**src/rtl/ramcf_pkg.sv**
```systemverilog
// ----------------------------------------------------------------------------
// ramcf_pkg
// Shared types, constants and the control program of the ring automaton
// cycle finder.
// ----------------------------------------------------------------------------
package ramcf_pkg;

  localparam int RULE_W = 8;   // Wolfram rule code
  localparam int CNT_W  = 5;   // cell count field
  localparam int LEN_W  = 17;  // result field

  localparam logic [CNT_W-1:0] N_MIN = CNT_W'(3);

  // one entry of the combined visited / current-path map
  typedef struct packed {
    logic path;
    logic visited;
  } map_t;

  typedef enum logic [3:0] {
    ST_IDLE,
    ST_CLEAR,
    ST_INIT,
    ST_NEWSTART,
    ST_WALK,
    ST_DECIDE,
    ST_BACK,
    ST_BEST,
    ST_PROBE,
    ST_CPATH,
    ST_NEXT,
    ST_DONE
  } step_t;

  typedef enum logic [3:0] {
    C_NEVER,
    C_NO_INPUT,
    C_CLEAR_DONE,
    C_SCAN_DONE,
    C_VISITED,
    C_NOT_HIT,
    C_TRACE_AT_WALK,
    C_NOT_PATH,
    C_OUT_FULL
  } cond_t;

  typedef enum logic [3:0] {
    OP_NONE,
    OP_ACCEPT,
    OP_CLEAR,
    OP_INIT,
    OP_SETUP,
    OP_WALK,
    OP_BACK,
    OP_BEST,
    OP_PROBE,
    OP_CPATH,
    OP_ADVANCE,
    OP_EMIT
  } op_t;

  // control word: when cond holds, jump to jmp and skip op (latch_hit still applies);
  // otherwise run op and go to nxt
  typedef struct packed {
    cond_t cond;
    step_t jmp;
    step_t nxt;
    op_t   op;
    logic  latch_hit;
  } ctl_t;

  typedef struct packed {
    op_t  op;
    logic latch_hit;
  } cmd_t;

  typedef struct packed {
    logic no_input;
    logic clear_done;
    logic scan_done;
    logic visited;
    logic not_hit;
    logic trace_at_walk;
    logic not_path;
    logic out_full;
  } stat_t;

  function automatic ctl_t prog_word(input step_t s);
    ctl_t w;
    w = '{cond: C_NEVER, jmp: ST_IDLE, nxt: ST_IDLE, op: OP_NONE, latch_hit: 1'b0};
    case (s)
      ST_IDLE:     w = '{C_NO_INPUT,      ST_IDLE,     ST_CLEAR,    OP_ACCEPT,  1'b0};
      ST_CLEAR:    w = '{C_CLEAR_DONE,    ST_INIT,     ST_CLEAR,    OP_CLEAR,   1'b0};
      ST_INIT:     w = '{C_NEVER,         ST_IDLE,     ST_NEWSTART, OP_INIT,    1'b0};
      ST_NEWSTART: w = '{C_SCAN_DONE,     ST_DONE,     ST_WALK,     OP_SETUP,   1'b0};
      ST_WALK:     w = '{C_VISITED,       ST_DECIDE,   ST_WALK,     OP_WALK,    1'b1};
      ST_DECIDE:   w = '{C_NOT_HIT,       ST_PROBE,    ST_BACK,     OP_NONE,    1'b0};
      ST_BACK:     w = '{C_TRACE_AT_WALK, ST_BEST,     ST_BACK,     OP_BACK,    1'b0};
      ST_BEST:     w = '{C_NEVER,         ST_IDLE,     ST_PROBE,    OP_BEST,    1'b0};
      ST_PROBE:    w = '{C_NEVER,         ST_IDLE,     ST_CPATH,    OP_PROBE,   1'b0};
      ST_CPATH:    w = '{C_NOT_PATH,      ST_NEXT,     ST_CPATH,    OP_CPATH,   1'b0};
      ST_NEXT:     w = '{C_NEVER,         ST_IDLE,     ST_NEWSTART, OP_ADVANCE, 1'b0};
      ST_DONE:     w = '{C_OUT_FULL,      ST_DONE,     ST_IDLE,     OP_EMIT,    1'b0};
      default:     w = '{C_NEVER,         ST_IDLE,     ST_IDLE,     OP_NONE,    1'b0};
    endcase
    return w;
  endfunction

endpackage

```
**src/rtl/ramcf_seq.sv**
```systemverilog
// ----------------------------------------------------------------------------
// ramcf_seq
// Step counter and program table; picks the jump condition from the
// datapath status and issues one command per cycle.
// ----------------------------------------------------------------------------
module ramcf_seq
  import ramcf_pkg::*;
(
  input  logic  clk,
  input  logic  rst,
  input  stat_t stat,
  output cmd_t  cmd,
  output logic  ready
);

  step_t pc;
  step_t pc_next;
  ctl_t  word;
  logic  cond_true;

  assign word = prog_word(pc);

  always_comb begin
    case (word.cond)
      C_NEVER:         cond_true = 1'b0;
      C_NO_INPUT:      cond_true = stat.no_input;
      C_CLEAR_DONE:    cond_true = stat.clear_done;
      C_SCAN_DONE:     cond_true = stat.scan_done;
      C_VISITED:       cond_true = stat.visited;
      C_NOT_HIT:       cond_true = stat.not_hit;
      C_TRACE_AT_WALK: cond_true = stat.trace_at_walk;
      C_NOT_PATH:      cond_true = stat.not_path;
      C_OUT_FULL:      cond_true = stat.out_full;
      default:         cond_true = 1'b0;
    endcase
  end

  // next step
  always_comb begin
    pc_next = cond_true ? word.jmp : word.nxt;
  end

  // outputs
  always_comb begin
    cmd.op        = cond_true ? OP_NONE : word.op;
    cmd.latch_hit = word.latch_hit;
    ready         = (pc == ST_IDLE);
  end

  always_ff @(posedge clk) begin
    if (rst) begin
      pc <= ST_IDLE;
    end else begin
      pc <= pc_next;
    end
  end

endmodule

```
**config.mk**
```make
export PLATFORM = sky130hd
export DESIGN_NAME = ramcf_seq
export DESIGN_NICKNAME = d
export VERILOG_FILES = /design/src/rtl/ramcf_pkg.sv /design/src/rtl/ramcf_seq.sv
export SDC_FILE = /design/constraint.sdc
export NUM_CORES = 1
export LEC_CHECK = 0
export BUFFER_PORTS_ARGS = -buffer_cell sky130_fd_sc_hd__buf_4
export CAP_MARGIN = 40
export CORE_ASPECT_RATIO = 1.1
export CORE_UTILIZATION = 54
export CTS_BUF_LIST = sky130_fd_sc_hd__clkbuf_4 sky130_fd_sc_hd__clkbuf_8
export DETAILED_ROUTE_END_ITERATION = 7
export PLACE_DENSITY = 0.83
export SLEW_MARGIN = 20
export SYNTH_ARGS = -nofsm -noshare
export SYNTH_HDL_FRONTEND = slang
export SYNTH_SLANG_ARGS = --single-unit
```
**constraint.sdc**
```tcl
create_clock -name clk -period 3.25 [get_ports clk]
set_input_delay 0.325 -clock clk [delete_from_list [all_inputs] [get_ports clk]]
set_output_delay 0.325 -clock clk [all_outputs]
set_load 0.02 [all_outputs]
```
## Word-level counts from Yosys, hierarchy flattened

Memories as Yosys holds them, arrays and structs flattened. A register that Yosys moved wholly into a read port is not among the register bits.
Cells that the tools add are included.

| cells by class | value |
|---|---|
| equality and inequality tests | 8 |
| mux-type cells | 4 |
| reduce and logical (&&, ||, !) cells | 1 |

Operator list:

| kind | count |
|---|---|
| $eq 4x3->1 const B | 4 |
| $mux 4 | 3 |
| $eq 4x2->1 const B | 2 |
| $pmux 1 s8 | 1 |
| $eq 4x1->1 const B | 1 |
| $eq 4x4->1 const B | 1 |
| $logic_not 4->1 | 1 |

| word-level totals | value |
|---|---|
| memories | 1 |
| register bits after elaboration | 4 |
| bits in read-only memories | 272 |
| input bits | 10 |

Memories:

| memory | depth | width | rd ports | clocked after memory_dff | wr ports | line | RTL |
|---|---|---|---|---|---|---|---|
| (name not given) | 16 | 17 | 1 | 1 | 0 | ramcf_pkg.sv:91 | `case (s)` |

## Depth between registers and ports, before layout

Gate-level depths: netlist of run 1.

| logic depth | value |
|---|---|
| depth after elaboration | 4 |
| gate-level depth with buffers | 10 |
| depth with buffers taken out | 9 |

## Worst setup path after synthesis of run 1

No wires, ideal clock.

| timing | value |
|---|---|
| path kind | flip-flop to flip-flop |
| from | register, netlist name word[13] |
| to | register, netlist name word[9] |
| required time | 3,128 ps |
| period minus slack after synthesis | 2,486 ps |
| cell stages (with the launch flop) | 9 |
| slack | 764 ps |
| arrival time | 2,365 ps |
| setup time | 122 ps |
| buffers on the path | 0 |
| cell sequence | dfxtp_1 > mux4_2 > and3b_4 > o31ai_1 > a21o_1 > inv_1 > ha_1 > ha_1 > a221o_1 |

| between the ends | value |
|---|---|
| longest elaborated chain between the ends | 4 |
| elaborated cells on any way between the ends | 11 |
| classes of those cells | eq/ne (8); mux (3) |

RTL lines:

| what | line | RTL |
|---|---|---|
| $eq 4x4->1 (tied with other cells) | ramcf_seq.sv:24 | `case (word.cond)` |
| $pmux 1 s8 * | ramcf_seq.sv:24 |  |
| $mux 4 * | ramcf_seq.sv:40 | `pc_next = cond_true ? word.jmp : word.nxt;` |
| $mux 4 (no line) * | - |  |

Mark *: on every way between the ends. The rest lies on a longest branch, timed or not.
A chain may end at the register's enable or synchronous reset.

## Worst setup path in the final report of run 1

| timing | value |
|---|---|
| from | register, netlist name word[13] |
| to | register, netlist name word[15] |

| between the ends | value |
|---|---|
| longest elaborated chain between the ends | 4 |
| elaborated cells on any way between the ends | 11 |
| classes of those cells | eq/ne (8); mux (3) |

RTL lines:

| what | line |
|---|---|
| $eq 4x4->1 (tied with other cells) | ramcf_seq.sv:24 |
| $pmux 1 s8 * | ramcf_seq.sv:24 |
| $mux 4 * | ramcf_seq.sv:40 |
| $mux 4 (no line) * | - |

Marks and branches as above.

==> results.md, run 1 <==
* Outcome: finished, final reports clean
* DR vias at ~1100
* CP max stage delay at roughly 0.55 ns
* Initial Utilization at 0.585
* Drt wl/cell at between 15 and 20 um
* Slew @ Worst Pin at approximately 0.66 ns
* Gr ovfl total at 0
* Post-Synthesis Cells at approximately 130
* Chip height at between 50 and 60 um
* Startpoint Class: register
* CP max stage cell: mux4_2
* Syn_nets at between 100 and 150
* Worst setup EP type: register
* CP Max Fanout at 12
* Final hold viol count at 0
* Synth Register Bits at 21
* Final Wtd Congestion at approximately 0.91
* Warnings, synthesis at 0
* Synth area leader: dfxtp_1
* Class of the worst hold path: input pin to register
* Post-synth top cells: 21 x dfxtp_1, 11 x nand2_1, 9 x nand4_1
* Ys async rst share at 0
* Post-synth top area share at 0.349
* H-tree levels at 1
* Site Rows at 17
* Vias/cell at about 6.4
* Syn-to-layout area delta at 11.9%
* Clock root buffer: clkbuf_4
* Clk pin slew, worst setup/hold paths at 0.12 ns
* EDFF count, synth at 0
* Share of cells above drive strength 1 at 0.181
* Synth cell types at 40
* Final nets at between 150 and 200
* Pins Over Slew Limit at 0
* CTS tree: built
* Ant. Diodes at 0
* Port Buffers at 15
* Top cell by count, worst path: ha_1
* Number of fill cells in the layout at 188
* Fin crit period at approximately 2.7 ns
* Die W at ~47 um
* Post-CTS setup buffers at 0
* # hold bufs at CTS at 0
* Cts bufs inserted at 3
* Final setup vio count at 0
* DRC violations left at 0
* Pwr Density at roughly 710 nW/um^2
* Primary FF master, synth: dfxtp_1
* Sequential cell area fraction in the yosys report at 0.349
* Die Area at 2430 sq um
* Largest net degree at the start of global routing at 13
* DRT Pass-1 Iters at 4
* Max Clock Skew at between 0.01 and 0.015 ns
* CP Class: register to register
* Syn Std Cell Area at about 1200 sq um
* Overall global routing resource usage at 0.255
* LEAKAGE at between 0.6 and 0.7 nW
* IO Count at 16
* Number of global-route vias before repair at slightly below 1000
* R2R Setup Slk at 0.51 ns
* Worst-Skew Late Latency at between 0.3 and 0.4 ns
* Max Root-Sink Buffers at 2
* DP Wirelength at approximately 2100 um
* Initial drt markers at 35
* RSZ-0062 raised after global routing: false
* Tot Pwr at ~0.96 mW
* Worst path arrival time at approximately 3.0 ns
* Post-route cell area at approximately 1400 sq um
* Top-count cell post-synth: dfxtp_1
* Max Fclk at between 300 and 400 MHz
* Top cells by area, synth: dfxtp_1 35%, ha_1 7.3%, nand4_1 4.7%, and2_1 3.6%, nand2_1 3.4%
* Placed instance count at 168
* Final TNS setup at 0 ns
* Final cell count without fillers at around 170
* ANT nets after route at 0
* Area of placed instances at 1320 sq um
* Area of the core at 2060 sq um
* Synthesized area per cell at about 9 sq um
* WL final at just under 3000 um
* Worst-path cell chain: mux4_2 > nand3b_1 > nand4_1 > a21oi_1 > ha_1 > inv_1 > ha_1 > a22o_1
* Post-CTS Resized at 0
* Max Cap Viol at 0
* Worst EP required at around 3.5 ns
* Initial antenna violation count at 0
* Final period utilization at 0.844
* Final core occ at 0.654
* Worst-case vdd ir drop at around 0.5 mV
* Slew margin rel. at 0.553
* First-pass GRT wire length at 4350 um
* CTS sink count at 21
-- power by group --
| group | internal [mW] | switching (mW) |
|---|---|---|
| clock | 0.0460 | 0.0826 |
| combinational | 0.203 | 0.261 |
| sequential | 0.319 | 0.0489 |
-- cell families after synthesis --
group | count (synthesis) | share of synthesized area
AO/OA/AOI/OAI | 36 | 0.229
AND/OR/NAND/NOR | 47 | 0.233
multiplexers | 6 | 0.0653
adder cells (fa/ha/maj) | 7 | 0.0726
flip-flops | 21 | 0.349
buffers and inverters | 14 | 0.0508
-- metal layers --
metal,global-route usage,part of all wire
met1,0.339,0.42
met2,0.410,0.46
met3,0.0382,0.095
met4,0.0952,0.028
met5,0,0
-- worst max-delay path: cells and delay by family, from the launching register on --
kind / cells / cell delay, ns
adders and majority gates: 2 / 0.51
AOI/OAI and AO/OA: 2 / 0.49
buffers and inverters: 1 / 0.10
and+or+nand+nor: 2 / 0.56
DFF: 1 / 0.43
muxes: 1 / 0.55
-- layout by cell type, fill, tap and decap left out, types with 3 or more instances in the layout --
cell      count
and2_1        7
a21oi_1       7
o31ai_1       4
nand2_1      11
inv_1         6
nand3b_1      3
a21o_1        4
nor2_1        5
a311o_1       3
nand4_1       9
clkbuf_4      3
nand2b_1      3
ha_1          7
mux2i_1       3
buf_4        15
dfxtp_1      21
a22o_1        4
-- state kept, by name, summed over array words and instances (netlist names) --
name / flops
word: 17
pc: 4
-- per-stage QoR --
step | setup WS (ns) | hold WS, ns
final | 0.506 | 0.277
after global routing | 0.363 | 0.270
after CTS | 0.555 | 0.279
after detailed placement | 0.573 | 0.600
after global placement | 0.662 | 0.596
after floorplan | 0.764 | 0.520
-- worst paths after layout --
| check | start | end | cells past startpoint |
|---|---|---|---|
| worst max-delay path | word[13] | word[15] | 8 |
| worst max register to register | word[13] | word[15] | 8 |
| worst min register to register | word[5] | pc[0] | 2 |
| worst min-delay path | rst | pc[0] | 2 |
-- area by class of cell --
cell class,count,area (sq um),share of cell area
clock inverters,1,5.00,0.00371
multi-input cells,96,724,0.537
inverters,8,30.0,0.0222
well taps,28,35.0,0.0260
repair buffers,15,113,0.0834
clock buffers,3,22.5,0.0167
flip-flops and latches,21,420,0.311
Power figures use the tool's default switching activity.
==> run 2: changes to the inputs <==
==> constraint.sdc (replaced) <==
create_clock -name clk -period 2.58 [get_ports clk]
set_input_delay 0.258 -clock clk [delete_from_list [all_inputs] [get_ports clk]]
set_output_delay 0.258 -clock clk [all_outputs]
set_load 0.02 [all_outputs]
==> run 2 against run 1 <==
Effect of this change: clock power up 26%; non-clock buffer count up 7; hold slack worse by 0.056 ns; flip-flop and latch count unchanged; wire length up 4.7%; die area unchanged; total power up 34%; utilization up 3.6 points; global-route usage up 1.7 points; final cell count up 4.1%; sequential share of layout area down 1.6 points; register-to-register slack worse by 0.37 ns; largest cell class unchanged; largest power group unchanged.
==> results.md, run 2 (same netlist as run 1, synthesis figures left out) <==
* DRT Pass-1 Iters at 4
* Number of global-route vias before repair at approximately 1100
* Share of cells above drive strength 1 at 0.238
* Worst r2r path cells at 8
* Register area at about 420 sq um
* Overall global routing resource usage at 0.272
* Worst-Skew Late Latency at about 0.32 ns
* Drt wl/cell at 16.9 um
* Syn-to-layout area delta at 18.1%
* CP max stage delay at ~0.52 ns
* Chip height at around 52 um
* CP Class: register to output pin
* ANT nets after route at 0
* DR vias at 1153
* Final cell count without fillers at roughly 180
* Pins Over Slew Limit at 0
* Pwr Density at 900 nW/um^2
* Multi-input logic area at between 700 and 800 sq um
* Worst path arrival time at ~2.2 ns
* Most common cell after layout, fill and taps aside: buf_4
* Final setup vio count at 0
* H-tree levels at 1
* Final hold viol count at 0
* RSZ-0062 raised after global routing: false
* Class of the worst hold path: input pin to register
* Worst-case vdd ir drop at roughly 0.64 mV
* First-pass GRT wire length at ~4700 um
* WL final at around 3000 um
* DRC violations left at 0
* Port Buffers at 15
* LEAKAGE at ~0.63 nW
* Final TNS setup at 0 ns
* Slew margin rel. at 0.577
* CTS tree: built
* Max Fclk at 409 MHz
* Max Cap Viol at 0
* Worst-path cell chain: mux4_2 > and3b_4 > nor3_4 > and2_1 > buf_4
* Final nets at 169
* Gr ovfl total at 0
* Placed instance count at 175
* CTS sink count at 21
* Startpoint Class: register
* Final period utilization at 0.947
* Initial drt markers at 46
* CP max stage cell: mux4_2
* Post-CTS Resized at 0
* Max reg flops at 17
* Initial antenna violation count at 0
* Cts bufs inserted at 3
* Worst setup EP type: output pin
* Worst EP required at between 2 and 2.5 ns
* CP Max Fanout at 9
* Final Wtd Congestion at 0.975
* Max Root-Sink Buffers at 2
* Die Area at roughly 2400 sq um
* R2R Setup Slk at 0.14 ns
* DP Wirelength at between 2000 and 2500 um
* Ant. Diodes at 0
* Die W at between 40 and 50 um
* Site Rows at 17
* Vias/cell at roughly 6.4
* Post-CTS setup buffers at 0
* Clk pin slew, worst setup/hold paths at between 0.1 and 0.15 ns
* Area of the core at between 2000 and 2500 sq um
* Fin crit period at 2.44 ns
* Hold Path Depth at 2
* Max Clock Skew at approximately 0.020 ns
* Largest net degree at the start of global routing at 13
* Slew @ Worst Pin at approximately 0.62 ns
* Final core occ at 0.690
* Outcome: finished, final reports clean
* # hold bufs at CTS at 0
* Number of fill cells in the layout at roughly 170
* Most frequent cells in the layout: 22 x buf_4, 21 x dfxtp_1, 11 x nand2_1, 9 x nand4_1
* Initial Utilization at 0.585
* Clock root buffer: clkbuf_4
* IO Count at 16
run 2: changes by cell type in the layout (fill, tap and decap cells not counted):
cell	change
ha_2	+1
buf_4	+7
o31ai_1	-2
o31ai_2	+1
ha_1	-1
o31ai_4	+1
run 2: per-layer routing:
| layer | vias to the layer above | GRT usage | wire length [um] |
|---|---|---|---|
| met5 | - | 0 | 0 |
| met1 | 532 | 0.336 | 1240 |
| li1 | 535 | - | - |
| met4 | 0 | 0.110 | 126 |
| met3 | 17 | 0.0382 | 203 |
| met2 | 69 | 0.461 | 1470 |
run 2: per-stage QoR:
| step | area (sq um) | power [mW] | hold WS [ns] | worst slack, ns |
|---|---|---|---|---|
| after global placement | 1380 | 1.08 | 0.528 | 0.135 |
| after floorplan | 1210 | 0.891 | 0.494 | 0.0935 |
| after global routing | 1420 | 1.34 | 0.208 | 0.0527 |
| final | 1420 | 1.28 | 0.221 | 0.137 |
| after detailed placement | 1380 | 1.09 | 0.531 | 0.0234 |
| after CTS | 1400 | 1.25 | 0.200 | 0.00896 |
run 2: cell type report:
type,instances,area share
clock buffers,3,0.0158
inverters,8,0.0211
multi-input cells,96,0.524
clock inverters,1,0.00351
well taps,28,0.0246
repair buffers,22,0.116
flip-flops and latches,21,0.295
run 2: path summary, 6_finish.rpt:
path            start  endpoint
max          word[13]    cmd[2]
min reg2reg   word[9]     pc[0]
max reg2reg  word[13]   word[9]
min               rst     pc[0]
run 2: power breakdown:
group	switching [mW]	total (mW)	leakage, nW	internal [mW]
Sequential	0.0622	0.464	0.172	0.402
Combinational	0.354	0.656	0.438	0.302
Clock	0.104	0.162	0.0177	0.0579
Total	0.520	1.28	0.627	0.762
run 2: critical path, delay by kind of cell (launching register included):
| family | cells | cell delay, ns |
|---|---|---|
| buffers and inverters | 1 | 0.13 |
| and+or+nand+nor | 3 | 0.86 |
| muxes | 1 | 0.52 |
| DFF | 1 | 0.37 |
